==> src/rtl/core/swcrc_pkg.sv <==
`timescale 1ns / 1ps
// ----------------------------------------------------------------------------
// swcrc_pkg
// Shared types, codes and the CRC-32 byte step for the stop-and-wait
// packet receiver.
// ----------------------------------------------------------------------------
package swcrc_pkg;

  // Field widths fixed by the packet format.
  localparam int DATA_W  = 8;
  localparam int ID_W    = 32;
  localparam int CRC_W   = 32;
  localparam int COUNT_W = 11;
  localparam int VERD_W  = 2;

  // Register file geometry.
  localparam int APB_DATA_W = 32;
  localparam int APB_ADDR_W = 3;

  // Defaults and constants.
  localparam int                 MAX_PAYLOAD_DEF = 1024;
  localparam logic [CRC_W-1:0]   CRC_POLY        = 32'hEDB8_8320;
  localparam logic [CRC_W-1:0]   CRC_SEED_RESET  = 32'hFFFF_FFFF;
  localparam logic [ID_W-1:0]    SEQ_RESET       = 32'd1;

  // Verdict codes.
  localparam logic [VERD_W-1:0] VERDICT_ACCEPT  = 2'd0;
  localparam logic [VERD_W-1:0] VERDICT_CRC_ERR = 2'd1;
  localparam logic [VERD_W-1:0] VERDICT_DUP     = 2'd2;

  // Outcome of one byte, handed from the check engine to the top level.
  typedef struct packed {
    logic                fire;
    logic [ID_W-1:0]     ack_id;
    logic [COUNT_W-1:0]  ack_count;
    logic                error_flag;
    logic [VERD_W-1:0]   verdict;
  } swcrc_result_t;

  // One reflected CRC-32 byte step: eight shift/XOR steps on the low byte.
  function automatic logic [CRC_W-1:0] crc_fold(input logic [CRC_W-1:0] crc,
                                                input logic [DATA_W-1:0] b);
    logic [CRC_W-1:0] c;
    c = {24'd0, crc[7:0] ^ b};
    for (int k = 0; k < 8; k++) begin
      c = c[0] ? (CRC_POLY ^ (c >> 1)) : (c >> 1);
    end
    return c ^ {8'd0, crc[31:8]};
  endfunction

endpackage

==> src/rtl/core/stop_wait_crc_receiver_top.sv <==
`timescale 1ns / 1ps
// ----------------------------------------------------------------------------
// stop_wait_crc_receiver_top
// Stop-and-wait packet receiver with a reflected CRC-32 check per packet.
// ----------------------------------------------------------------------------
//  Channel  | Direction | Handshake          | Payload
//  ---------+-----------+--------------------+-----------------------------------
//  in_      | input     | in_valid/in_stall  | data_byte, last_byte, packet_id,
//           |           |                    | received_crc, valid_count
//  out_     | output    | out_valid/out_stall| ack_id, ack_count, error_flag,
//           |           |                    | verdict
//  cfg_     | input     | APB write/read     | crc_seed at byte address 0
//
// One byte is taken per cycle while in_stall is low. A last byte passes from the
// input register through the byte step, and its result is registered in the
// output register. The running CRC register feeds back through one byte step.
// Reset (rst_n low, synchronous) loads the seed 0xFFFFFFFF and expects id 1.
// A stalled result holds the output register and, once the input register
// is also full, raises in_stall.
// ----------------------------------------------------------------------------
module stop_wait_crc_receiver_top
  import swcrc_pkg::*;
#(
  parameter int MAX_PAYLOAD = MAX_PAYLOAD_DEF
) (
  input  logic                  clk,
  input  logic                  rst_n,
  // Input channel.
  input  logic                  in_valid,
  output logic                  in_stall,
  input  logic [DATA_W-1:0]     in_data_byte,
  input  logic                  in_last_byte,
  input  logic [ID_W-1:0]       in_packet_id,
  input  logic [CRC_W-1:0]      in_received_crc,
  input  logic [COUNT_W-1:0]    in_valid_count,
  // Result channel.
  output logic                  out_valid,
  input  logic                  out_stall,
  output logic [ID_W-1:0]       out_ack_id,
  output logic [COUNT_W-1:0]    out_ack_count,
  output logic                  out_error_flag,
  output logic [VERD_W-1:0]     out_verdict,
  // Configuration port.
  input  logic                  cfg_psel,
  input  logic                  cfg_penable,
  input  logic                  cfg_pwrite,
  input  logic [APB_ADDR_W-1:0] cfg_paddr,
  input  logic [APB_DATA_W-1:0] cfg_pwdata,
  output logic [APB_DATA_W-1:0] cfg_prdata,
  output logic                  cfg_pready
);

  logic                 cfg_wr;
  logic                 seed_sel;
  logic [CRC_W-1:0]     crc_seed_r;
  logic [CRC_W-1:0]     crc_running_r;
  logic [ID_W-1:0]      expected_seq_r;

  logic                 s1_valid_r;
  logic [DATA_W-1:0]    s1_data_r;
  logic                 s1_last_r;
  logic [ID_W-1:0]      s1_id_r;
  logic [CRC_W-1:0]     s1_crc_r;
  logic [COUNT_W-1:0]   s1_count_r;
  logic                 s1_adv;
  logic                 s1_proc;
  logic                 in_acc;

  logic [CRC_W-1:0]     crc_nxt;
  logic [ID_W-1:0]      seq_nxt;
  swcrc_result_t        eng_res;

  logic                 out_valid_r;
  logic [ID_W-1:0]      out_ack_id_r;
  logic [COUNT_W-1:0]   out_ack_count_r;
  logic                 out_error_flag_r;
  logic [VERD_W-1:0]    out_verdict_r;

  // Register port: single register at word 0; other words ignore writes.
  assign cfg_pready = 1'b1;
  assign seed_sel   = (cfg_paddr[2] == 1'b0);
  assign cfg_wr     = cfg_psel && cfg_penable && cfg_pwrite && cfg_pready;
  assign cfg_prdata = seed_sel ? crc_seed_r : '0;

  // Pipeline control: the input register drains when the output register is free.
  assign s1_adv   = !out_valid_r || !out_stall;
  assign in_stall = s1_valid_r && !s1_adv;
  assign in_acc   = in_valid && !in_stall;
  assign s1_proc  = s1_valid_r && s1_adv;

  // Input register.
  always_ff @(posedge clk) begin
    if (!rst_n) begin
      s1_valid_r <= 1'b0;
    end else if (!in_stall) begin
      s1_valid_r <= in_valid;
    end
  end

  always_ff @(posedge clk) begin
    if (in_acc) begin
      s1_data_r  <= in_data_byte;
      s1_last_r  <= in_last_byte;
      s1_id_r    <= in_packet_id;
      s1_crc_r   <= in_received_crc;
      s1_count_r <= in_valid_count;
    end
  end

  // Byte step and verdict.
  swcrc_engine #(
    .MAX_PAYLOAD(MAX_PAYLOAD)
  ) u_engine (
    .data_byte    (s1_data_r),
    .last_byte    (s1_last_r),
    .packet_id    (s1_id_r),
    .received_crc (s1_crc_r),
    .valid_count  (s1_count_r),
    .crc_running  (crc_running_r),
    .expected_seq (expected_seq_r),
    .crc_nxt      (crc_nxt),
    .seq_nxt      (seq_nxt),
    .result       (eng_res)
  );

  // Seed, running CRC and expected sequence number. A seed write restarts the packet.
  always_ff @(posedge clk) begin
    if (!rst_n) begin
      crc_seed_r     <= CRC_SEED_RESET;
      crc_running_r  <= CRC_SEED_RESET;
      expected_seq_r <= SEQ_RESET;
    end else begin
      if (cfg_wr && seed_sel) begin
        crc_seed_r    <= cfg_pwdata;
        crc_running_r <= cfg_pwdata;
      end else if (s1_proc) begin
        crc_running_r <= s1_last_r ? crc_seed_r : crc_nxt;
      end
      if (s1_proc) begin
        expected_seq_r <= seq_nxt;
      end
    end
  end

  // Output register.
  always_ff @(posedge clk) begin
    if (!rst_n) begin
      out_valid_r <= 1'b0;
    end else if (s1_adv) begin
      out_valid_r <= s1_proc && eng_res.fire;
    end
  end

  always_ff @(posedge clk) begin
    if (s1_proc && eng_res.fire) begin
      out_ack_id_r     <= eng_res.ack_id;
      out_ack_count_r  <= eng_res.ack_count;
      out_error_flag_r <= eng_res.error_flag;
      out_verdict_r    <= eng_res.verdict;
    end
  end

  assign out_valid      = out_valid_r;
  assign out_ack_id     = out_ack_id_r;
  assign out_ack_count  = out_ack_count_r;
  assign out_error_flag = out_error_flag_r;
  assign out_verdict    = out_verdict_r;

`ifndef SYNTHESIS
  // Input only stalls when both registers are full and the output is held.
  a_stall_cause: assert property (@(posedge clk) disable iff (!rst_n)
    in_stall |-> (s1_valid_r && out_valid_r && out_stall))
    else $error("in_stall raised without a full, held pipeline");

  // A good acknowledgement advances the expected id by exactly one.
  a_seq_advance: assert property (@(posedge clk) disable iff (!rst_n)
    (s1_proc && eng_res.fire && (eng_res.verdict == VERDICT_ACCEPT))
      |=> (expected_seq_r == $past(expected_seq_r) + 32'd1))
    else $error("expected sequence did not advance on accept");

  // After a last byte the running CRC restarts from the seed.
  a_crc_restart: assert property (@(posedge clk) disable iff (!rst_n)
    (s1_proc && s1_last_r) |=> (crc_running_r == crc_seed_r))
    else $error("running CRC not reloaded after last byte");

  // The error flag is set exactly for a CRC error verdict.
  a_err_flag: assert property (@(posedge clk) disable iff (!rst_n)
    out_valid_r |-> (out_error_flag_r == (out_verdict_r == VERDICT_CRC_ERR)))
    else $error("error flag disagrees with verdict");
`endif

endmodule

==> src/rtl/core/swcrc_engine.sv <==
`timescale 1ns / 1ps
// ----------------------------------------------------------------------------
// swcrc_engine
// Per-byte logic: folds one byte into the running CRC and, on the last
// byte of a packet, decides the acknowledgement and the next sequence number.
// ----------------------------------------------------------------------------
module swcrc_engine
  import swcrc_pkg::*;
#(
  parameter int MAX_PAYLOAD = MAX_PAYLOAD_DEF
) (
  input  logic [DATA_W-1:0]  data_byte,
  input  logic               last_byte,
  input  logic [ID_W-1:0]    packet_id,
  input  logic [CRC_W-1:0]   received_crc,
  input  logic [COUNT_W-1:0] valid_count,
  input  logic [CRC_W-1:0]   crc_running,
  input  logic [ID_W-1:0]    expected_seq,
  output logic [CRC_W-1:0]   crc_nxt,
  output logic [ID_W-1:0]    seq_nxt,
  output swcrc_result_t      result
);

  localparam int CMP_W = 17;
  localparam logic [CMP_W-1:0] MaxPay = CMP_W'(MAX_PAYLOAD);

  logic id_match;
  logic id_older;
  logic crc_good;
  logic count_over;

  // CRC step and header comparisons.
  assign crc_nxt    = crc_fold(crc_running, data_byte);
  assign id_match   = (packet_id == expected_seq);
  assign id_older   = (packet_id < expected_seq);
  assign crc_good   = (received_crc == crc_nxt);
  assign count_over = ({{(CMP_W-COUNT_W){1'b0}}, valid_count} > MaxPay);

  // Verdict and sequence update; a newer id gives no answer.
  always_comb begin
    seq_nxt           = expected_seq;
    result.fire       = 1'b0;
    result.verdict    = VERDICT_ACCEPT;
    result.ack_id     = packet_id;
    result.ack_count  = count_over ? MaxPay[COUNT_W-1:0] : valid_count;
    if (last_byte) begin
      priority if (id_match && crc_good) begin
        result.fire    = 1'b1;
        result.verdict = VERDICT_ACCEPT;
        seq_nxt        = expected_seq + 32'd1;
      end else if (id_match) begin
        result.fire    = 1'b1;
        result.verdict = VERDICT_CRC_ERR;
      end else if (id_older) begin
        result.fire    = 1'b1;
        result.verdict = VERDICT_DUP;
      end else begin
        result.fire    = 1'b0;
      end
    end
    result.error_flag = (result.verdict == VERDICT_CRC_ERR);
  end

endmodule

==> config.mk <==
export PLATFORM = sky130hd
export DESIGN_NAME = stop_wait_crc_receiver_top
export DESIGN_NICKNAME = d
export VERILOG_FILES = /design/src/rtl/core/swcrc_pkg.sv /design/src/rtl/core/stop_wait_crc_receiver_top.sv /design/src/rtl/core/swcrc_engine.sv
export SDC_FILE = /design/constraint.sdc
export NUM_CORES = 1
export LEC_CHECK = 0
export ABC_CLOCK_PERIOD_IN_PS = 5900
export BUFFER_PORTS_ARGS = -buffer_cell sky130_fd_sc_hd__buf_2
export CAP_MARGIN = 10
export CORE_ASPECT_RATIO = 0.75
export CORE_MARGIN = 5
export CORE_UTILIZATION = 55
export CTS_BUF_LIST = sky130_fd_sc_hd__clkbuf_4 sky130_fd_sc_hd__clkbuf_8
export CTS_CLUSTER_SIZE = 12
export DETAILED_ROUTE_END_ITERATION = 8
export PLACE_DENSITY = 0.84
export REMOVE_ABC_BUFFERS = 1
export SLEW_MARGIN = 20
export SYNTH_ARGS = -nofsm -noshare
export SYNTH_HDL_FRONTEND = slang
export SYNTH_SLANG_ARGS = --single-unit
export TNS_END_PERCENT = 10
==> constraint.sdc <==
create_clock -name clk -period 5.9 [get_ports clk]
set_input_delay 0.295 -clock clk [delete_from_list [all_inputs] [get_ports clk]]
set_output_delay 0.295 -clock clk [all_outputs]
set_load 0.01 [all_outputs]
==> results of run 1 <==
power breakdown:
group,leakage (nW),total [W],switching [W],internal (W)
Sequential,2.03,0.00180,0.0000478,0.00175
Clock,0.396,0.00140,0.000632,0.000766
Combinational,3.16,0.000855,0.000449,0.000406
Total,5.58,0.00405,0.00113,0.00292
worst max-delay path by stage:
stage,startpoint,to,cells past startpoint
6_report,s1_data_r[1],expected_seq_r[6],10
5_1_grt,expected_seq_r[27],expected_seq_r[26],10
4_1_cts,s1_data_r[1],expected_seq_r[9],10
3_5_place_dp,expected_seq_r[27],expected_seq_r[26],10
3_3_place_gp,s1_data_r[1],expected_seq_r[9],10
2_1_floorplan,expected_seq_r[1],out_ack_count[0],10
synthesized netlist by cell type, drive strengths merged (2+ instances only):
cell type / n / area share
nand2: 131 / 0.045
edfxtp: 130 / 0.36
dfxtp: 98 / 0.18
xnor2: 74 / 0.067
nor2: 62 / 0.021
o21ai: 53 / 0.024
clkbuf: 45 / 0.015
nor2b: 44 / 0.025
a21oi: 42 / 0.019
mux2i: 36 / 0.033
inv: 34 / 0.012
ha: 33 / 0.038
a21boi: 26 / 0.018
xor2: 26 / 0.021
nand4: 20 / 0.011
nand3: 17 / 0.0078
nor4: 16 / 0.011
o311ai: 13 / 0.010
o41ai: 13 / 0.010
a211oi: 12 / 0.0082
nor3: 11 / 0.0050
xnor3: 9 / 0.019
a21o: 8 / 0.0055
and3: 6 / 0.0034
buf: 6 / 0.0038
or3: 6 / 0.0034
or2: 5 / 0.0029
or4: 5 / 0.0034
and4: 4 / 0.0032
o21a: 4 / 0.0027
a31oi: 2 / 0.0011
and2: 2 / 0.0011
nand2b: 2 / 0.0011
o2111ai: 2 / 0.0016
o211a: 2 / 0.0018
timing repair:
| item | CTS | global route |
|---|---|---|
| buffers inserted | 0 | 0 |
| hold endpoints to repair | 88 | 0 |
| hold buffers | 88 | 0 |
| setup endpoints to repair | 0 | 0 |
state kept, by name (all words and copies together) (netlist names):
register	flops
crc_running_r	32
crc_seed_r	32
expected_seq_r	32
out_ack_id	32
s1_crc_r	32
s1_id_r	32
out_ack_count	11
s1_count_r	11
s1_data_r	8
out_verdict	2
out_error_flag	1
out_valid	1
s1_last_r	1
s1_valid_r	1
logic make-up after synthesis:
kind of cell,share of synthesized area
adders and majority gates,0.0377
buffers and inverters,0.0309
and+or+nand+nor,0.147
AOI/OAI and AO/OA,0.106
DFF,0.536
xor gates and xnor gates,0.109
other,0.000343
muxes,0.0329
area by class of cell:
type / instances / area share
clock buffer: 56 / 0.0480
timing repair buffer: 305 / 0.146
multi-input combinational: 694 / 0.344
tap: 253 / 0.0229
inverter: 34 / 0.00922
sequential: 228 / 0.424
clock inverter: 10 / 0.00588
cell usage in the layout (no fill, tap or decap), types with 5 or more instances in the layout:
cell type        n
a211oi_1        12
a21boi_0        25
a21o_1           8
a21oi_1         41
and3_1           6
buf_2          203
buf_4           13
clkbuf_4        17
clkbuf_8        39
dfxtp_1         98
dlygate4sd3_1   88
edfxtp_1       130
ha_1            33
inv_1           33
mux2i_1         36
nand2_1        130
nand3_1         17
nand4_1         20
nor2_1          62
nor2b_1         43
nor3_1          11
nor4_1          13
o21ai_0         53
o311ai_0        13
o41ai_1         13
or3_1            6
or4_1            5
xnor2_1         64
xnor2_2          9
xnor3_1          8
xor2_1          25
per-layer routing:
layer | global-route usage | part of all wire | vias to the layer above
met5 | 0 | 0 | -
met4 | 0.0738 | 0.026 | 0
met3 | 0.0648 | 0.096 | 63
met2 | 0.382 | 0.45 | 423
met1 | 0.340 | 0.43 | 4082
li1 | - | - | 4176
per-stage QoR:
step	setup slack (ns)	cell area (sq um)	util	hold slack, ns
3_3_place_gp	1.96	12200	0.627	0.432
3_5_place_dp	1.90	12200	0.627	0.440
4_1_cts	1.88	13800	0.711	0.00723
6_report	1.81	13800	0.712	0.0357
2_1_floorplan	1.07	10700	-	0.371
5_1_grt	1.41	13800	0.712	0.00875
critical path: stages (launching register included):
cell      delay [ns]
edfxtp_1        0.40
xnor2_2         0.63
xnor2_1         0.38
buf_4           0.29
xnor2_2         0.16
xnor2_1         0.14
or4_1           0.54
or4_1           0.48
buf_4           0.28
o311ai_0        0.46
o41ai_1         0.16
==> impl_results.md, run 1 <==
* Status: finished, final reports clean
* Synth Cell Area at 10900 sq um
* Peak Freq at 244 MHz
* Slew Limit Fails at 0
* Grt total ovfl at 0
* DRC Markers at 0
* Die Ht at 132 um
* Final min period at 4.09 ns
* Slew headroom at 0.326
* Die footprint at 22900 sq um
* Pin count of the biggest net entering global routing at 105
* Peak supply drop at 286 uV
* Power Density at 293 nW/um^2
* Std cell rows at 44
* Kind of critical path: reg -> reg
* Clk slew on worst S/H paths at 0.07 ns
* Layout area overhead at 26.4%
* Arrival @ worst endpoint at 4.46 ns
* Final Setup Violations at 0
* Fin cells at 1580
* Final Wtd Congestion at 0.864
* # Max-Cap Violations at 0
* H-tree Lvls at 2
* First DRT Iteration DRCs at 744
* TritonRoute pass-1 iters at 6
* Clk sink count at 228
* Synth Flop Type: edfxtp_1
* Diodes inserted at 0
* Cts bufs inserted at 36
* WP data required at 6.26 ns
* Final period utilization at 0.694
* HP Start: cfg_pwdata[2]
* CTS tree: done
* Via Count at 8744
* Vias in the first global route at 8925
* Worst-path fanout max at 44
* DP HPWL at 18.4 mm
* Reg-to-Reg Start: s1_data_r[1]
* Worst Skew at 0.0222 ns
* Multi-input logic area at 4760 sq um
* Final #Nets at 1458
* Post-synthesis sequential element count at 228
* Storage cell area at 5870 sq um
* Number of synthesized flops with an enable pin at 130
* Crit end category: flip-flop
* Share of the yosys chip area belonging to registers at 0.536
* Core box area at 19400 sq um
* Hold Crit Class: in -> reg
* WL/cell at 18.2 um
* Worst Tran Pin Value at 1.01 ns
* WL final at 28.7 mm
* Leakage at 5.58 nW
* Synth cell types at 53
* Post-CTS resize count at 0
* Asr flop ratio synth at 0
* Filler instances at 1347
* Placed Instances at 1425
* Sum Neg Setup Slack at 0 ns
* IO Count at 207
* FF-to-FF End: expected_seq_r[6]
* CTS root buf: clkbuf_8
* Port bufs at 203
* R2r setup slk at 1.81 ns
* RSZ-0062 raised after global routing: no
* Synth Area per Inst at 10.9 sq um
* Global-route wire length before repair at 46.2 mm
* Initial Util at 0.563
* CTS max path bufs at 3
* Layout cell share with drive strength beyond 1 at 0.230
* Initial antenna violation count at 0
* Total global-route track usage at 0.245
* Worst Hold Path Cells at 3
* Setup crit start kind: flip-flop
* Ys Warns at 0
* Worst-Skew Late Latency at 0.52 ns
* WHS Endpoint: crc_seed_r[2]
* Drt via density at 5.53
* Final Hold Vio Count at 0
* R2R depth at 10
* Die width at 173 um
* Gate Count Post-Synth at 1007
* Final ANT Viol Nets at 0
* Tot Pwr at 0.00405 W
(Power assumes the default switching activity.)
==> run 2: changes to the inputs <==
Settings changed: ABC_CLOCK_PERIOD_IN_PS 5900 to 3800.
Clock period 5.9 ns to 3.8 ns, I/O delays scaled along.
==> impl_results.md, run 2 (same netlist as run 1, synthesis figures left out) <==
* Crit end category: flip-flop
* Core box area at 19400 sq um (unchanged)
* Cts bufs inserted at 36 (unchanged)
* Max Used Layer: met4
* Peak supply drop at 322 uV (+13%)
* Slew headroom at 0.251 (-0.0748)
* Final Wtd Congestion at 0.985 (+14%)
* Final #Nets at 1504 (+3.2%)
* Final Hold Vio Count at 0 (unchanged)
* Hold Crit Class: in -> reg
* Drt via density at 5.56 (+0.38%)
* Final Setup Violations at 0 (unchanged)
* Worst hold slack at 0.0706 ns (+0.0350 ns)
* Diodes inserted at 0 (unchanged)
* Initial Util at 0.563 (unchanged)
* WL final at 30.2 mm (+5.3%)
* IO Count at 207 (unchanged)
* Layout area overhead at 30.2%
* Wire length on met3 at 2.87 mm (+4.2%)
* Vias in the first global route at 8964 (+0.44%)
* Final ANT Viol Nets at 0 (unchanged)
* Port bufs at 203 (unchanged)
* Peak Freq at 272 MHz (+11%)
* Length of routed met2 wiring at 13.2 mm (+2.8%)
* Die Ht at 132 um (unchanged)
* Layout cell share with drive strength beyond 1 at 0.229 (-0.000812)
* Commonest non-fill, non-tap cell in the layout: buf_2
* CTS tree: done
* Final period utilization at 0.968 (+0.275)
* Slew Limit Fails at 0 (unchanged)
* Arrival @ worst endpoint at 4.12 ns (-0.34 ns)
* Worst-Skew Late Latency at 0.52 ns (about the same)
* Grt total ovfl at 0 (unchanged)
* # Max-Cap Violations at 0 (unchanged)
* Tot Pwr at 0.00636 W (+57%)
* Post-CTS Setup Bufs at 0 (unchanged)
* RSZ-0062 raised after global routing: no
* Final Cell Area at 14200 sq um (+3.0%)
* Total global-route track usage at 0.258 (+0.0122)
* Die footprint at 22900 sq um (unchanged)
* TritonRoute pass-1 iters at 6 (unchanged)
* Final min period at 3.68 ns (-0.413 ns)
* Global-route wire length before repair at 47.8 mm (+3.5%)
* CTS max path bufs at 3 (unchanged)
* WL/cell at 18.6 um (+2.5%)
* Most frequent cells in the layout: buf_2, nand2_1, edfxtp_1
* Leakage at 5.78 nW (+3.5%)
* Clk slew on worst S/H paths at 0.07 ns (about the same)
* First DRT Iteration DRCs at 1003 (+35%)
* Clk sink count at 228 (unchanged)
* Status: finished, final reports clean
* Pin count of the biggest net entering global routing at 93 (-11%)
* Worst Tran Pin Value at 1.12 ns (+0.106 ns)
* Worst-path fanout max at 44 (unchanged)
* Met1 wire length at 13.0 mm (+5.5%)
* Std cell rows at 44 (unchanged)
* Power Density at 446 nW/um^2 (+52%)
* Die width at 173 um (unchanged)
* DP HPWL at 19.1 mm (+4.0%)
* H-tree Lvls at 2 (unchanged)
* CTS root buf: clkbuf_8
* Setup crit start kind: flip-flop
* WP data required at 4.24 ns (-2.02 ns)
* DP Area at 12300 sq um (+1.3%)
* Via Count at 9022 (+3.2%)
* Initial antenna violation count at 0 (unchanged)
* DRC Markers at 0 (unchanged)
* Kind of critical path: reg -> reg
* Worst Skew at 0.0201 ns (-0.00203 ns)
-- run 2: cell count changes in the layout (fill, tap and decap cells not counted), sizes merged --
cell	delta
buf	+16
bufinv	+1
clkbuf	-8
clkinv	+6
clkinvlp	-1
dlygate4sd3	+30
-- run 2: area by class of cell --
class | count | area, sq um
timing repair buffer | 351 | 2450
clock inverter | 16 | 124
clock buffer | 48 | 604
inverter | 34 | 128
fill | 1296 | 5180
tap | 253 | 317
sequential | 228 | 5870
multi-input combinational | 694 | 4760
-- run 2: power breakdown --
group | leakage [nW] | switching, W | internal (W) | total [W]
Sequential | 2.03 | 0.0000764 | 0.00272 | 0.00280
Combinational | 3.36 | 0.000735 | 0.000690 | 0.00143
Clock | 0.385 | 0.000964 | 0.00117 | 0.00214
Total | 5.78 | 0.00178 | 0.00458 | 0.00636
-- run 2: repair_timing --
item                                   in CTS  in global routing
resized for setup                           0                  0
hold buffers                              118                  0
endpoints found under the hold margin     148                  0
-- run 2: worst paths after layout --
| path | start | end | slack [ns] | depth (start not counted) |
|---|---|---|---|---|
| hold / removal | out_stall | out_valid | 0.07 | 3 |
| setup reg to reg | s1_data_r[0] | expected_seq_r[9] | 0.12 | 8 |
| setup / recovery | s1_data_r[0] | expected_seq_r[9] | 0.12 | 8 |
| hold reg to reg | s1_id_r[25] | out_ack_id[25] | 0.45 | 0 |
-- run 2: worst max-delay path, cell delays in order, from the launching register on --
cell	delay (ns)
edfxtp_1	0.44
xor2_1	0.59
xnor3_2	0.61
nor3_1	0.34
o221ai_1	0.19
or4_1	0.44
buf_4	0.29
or4_1	0.55
a21boi_1	0.14
-- run 2: metrics by stage --
step           instances  TNS, ns  utilization  worst slack [ns]
3_3_place_gp        1442        0        0.635             0.350
2_1_floorplan        956  -137.93            -             -1.03
5_1_grt             1624        0        0.733            0.0336
4_1_cts             1624        0        0.733             0.214
6_report            1624        0        0.733             0.120
3_5_place_dp        1442        0        0.635             0.226
-- run 2: per-layer routing --
| metal | global-route usage | up-vias |
|---|---|---|
| met1 | 0.364 | 4213 |
| li1 | - | 4266 |
| met3 | 0.0639 | 95 |
| met5 | 0 | - |
| met2 | 0.388 | 448 |
| met4 | 0.0947 | 0 |
==> run 3: changes to the inputs <==
Settings changed: MAX_ROUTING_LAYER set to met4.
==> impl_results.md, run 3 (same netlist as run 1, synthesis figures left out) <==
* Status: finished, final reports clean
* Fin cells at 1629 (+0.31%)
* WP data required at 4.25 ns (about the same)
* Most frequent cells in the layout: buf_2, nand2_1, edfxtp_1
* Post-CTS Setup Bufs at 0 (unchanged)
* Grt total ovfl at 0 (unchanged)
* Final Hold Vio Count at 0 (unchanged)
* TritonRoute pass-1 iters at 5 (-1)
* Worst Skew at 0.0311 ns (+0.0110 ns)
* Setup crit start kind: flip-flop
* Layout cell share with drive strength beyond 1 at 0.236 (+0.00733)
* Via Count at 9101 (+0.88%)
* Worst Tran Pin Value at 0.875 ns (-0.242 ns)
* Total global-route track usage at 0.274 (+0.0167)
* Worst Path Buf+Inv at 1 (unchanged)
* WL/cell at 19.0 um (+2.2%)
* Drt via density at 5.59 (+0.57%)
* Core box area at 19400 sq um (unchanged)
* Die Ht at 132 um (unchanged)
* Slew headroom at 0.417 (+0.166)
* Worst-Skew Late Latency at 0.53 ns (about the same)
* Placed Instances at 1445 (+0.21%)
* Commonest non-fill, non-tap cell in the layout: buf_2
* Leakage at 5.80 nW (+0.46%)
* Slew Limit Fails at 0 (unchanged)
* Initial Util at 0.563 (unchanged)
* Vias in the first global route at 9169 (+2.3%)
* Layout area overhead at 30.8%
* Final Setup Violations at 0 (unchanged)
* Peak supply drop at 354 uV (+9.8%)
* Cell mode on critical path: or4_1
* Worst-path fanout max at 20 (-55%)
* Crit end category: flip-flop
* DP HPWL at 19.4 mm (+1.4%)
* Cells along the critical path: xnor2_2, xnor2_1, xnor2_4, o2111ai_1, or4_1, or4_1, buf_4, or4_1, a21boi_1
* Peak Freq at 280 MHz (+3.1%)
* Die footprint at 22900 sq um (unchanged)
* Kind of critical path: reg -> reg
* Worst path max stage delay at 0.53 ns (-0.08 ns)
* Final Wtd Congestion at 0.952 (-3.4%)
* Slowest cell on the critical path: or4_1
* Std cell rows at 44 (unchanged)
* Post-layout util at 0.737 (+0.00341)
* Arrival @ worst endpoint at 4.02 ns (-0.10 ns)
* WL final at 31.0 mm (+2.5%)
* Pin count of the biggest net entering global routing at 85 (-8.6%)
* Port bufs at 203 (unchanged)
* # Max-Cap Violations at 0 (unchanged)
* Final min period at 3.57 ns (-0.110 ns)
* CP delay by family, top: simple AND/OR/NAND/NOR gates
* CTS root buf: clkbuf_8
* IO Count at 207 (unchanged)
* Die width at 173 um (unchanged)
* Hold Crit Class: in -> reg
* Global-route wire length before repair at 49.4 mm (+3.2%)
* Final period utilization at 0.939 (-0.0290)
* Tot Pwr at 0.00648 W (+1.8%)
* CTS tree: done
* First DRT Iteration DRCs at 891 (-11%)
* Final ANT Viol Nets at 0 (unchanged)
* CTS max path bufs at 3 (unchanged)
* RSZ-0062 raised after global routing: no
* DRC Markers at 0 (unchanged)
* Cts bufs inserted at 36 (unchanged)
* Power Density at 452 nW/um^2 (+1.3%)
* H-tree Lvls at 2 (unchanged)
* Final #Nets at 1506 (+0.13%)
* Clk sink count at 228 (unchanged)
* Initial antenna violation count at 0 (unchanged)
* Clk slew on worst S/H paths at 0.07 ns (about the same)
## run 3: area by class of cell
| type | count | area (sq um) |
|---|---|---|
| fill | 1263 | 5120 |
| tap | 253 | 317 |
| sequential | 228 | 5870 |
| clock inverter | 15 | 140 |
| timing repair buffer | 353 | 2460 |
| inverter | 34 | 128 |
| antenna | 1 | 2.50 |
| clock buffer | 51 | 633 |
| multi-input combinational | 694 | 4770 |
## run 3: stage by stage
stage	setup TNS, ns	worst slack, ns	cell area [sq um]	hold WS (ns)
3_5_place_dp	0	0.307	12400	0.368
4_1_cts	0	0.285	14300	0.00107
3_3_place_gp	0	0.362	12400	0.367
6_report	0	0.231	14300	0.0253
5_1_grt	0	0.0335	14300	0.0222
2_1_floorplan	-137.93	-1.03	10700	0.266
## run 3: final timing paths
path	from	endpoint	slack (ns)	cells after the start
setup / recovery	s1_data_r[7]	expected_seq_r[9]	0.23	9
hold / removal	cfg_pwdata[28]	crc_seed_r[28]	0.03	3
setup reg to reg	s1_data_r[7]	expected_seq_r[9]	0.23	9
hold reg to reg	expected_seq_r[22]	expected_seq_r[22]	0.46	2
## run 3: worst min-delay path: cells and delay by family
family / cells / cell delay, ns
buffers and inverters: 1 / 0.07
AND/OR/NAND/NOR: 1 / 0.04
AO/OA/AOI/OAI: 1 / 0.18
## run 3: power by group
group	switching [W]	internal (W)	leakage [nW]
logic	0.000740	0.000698	3.38
clock network	0.00101	0.00123	0.400
registers	0.0000771	0.00272	2.03
## run 3: timing repair
action,in CTS,in global routing
endpoints found under the setup margin,0,1
gates resized for setup,0,1
hold buffers,116,0
endpoints found under the hold margin,146,0
## run 3: metal layers
metal,up-vias,wire [um],GRT usage
met5,-,0,-
met4,0,927,0.0908
met3,85,2930,0.0542
met2,509,14100,0.412
met1,4229,13000,0.377
li1,4278,-,-
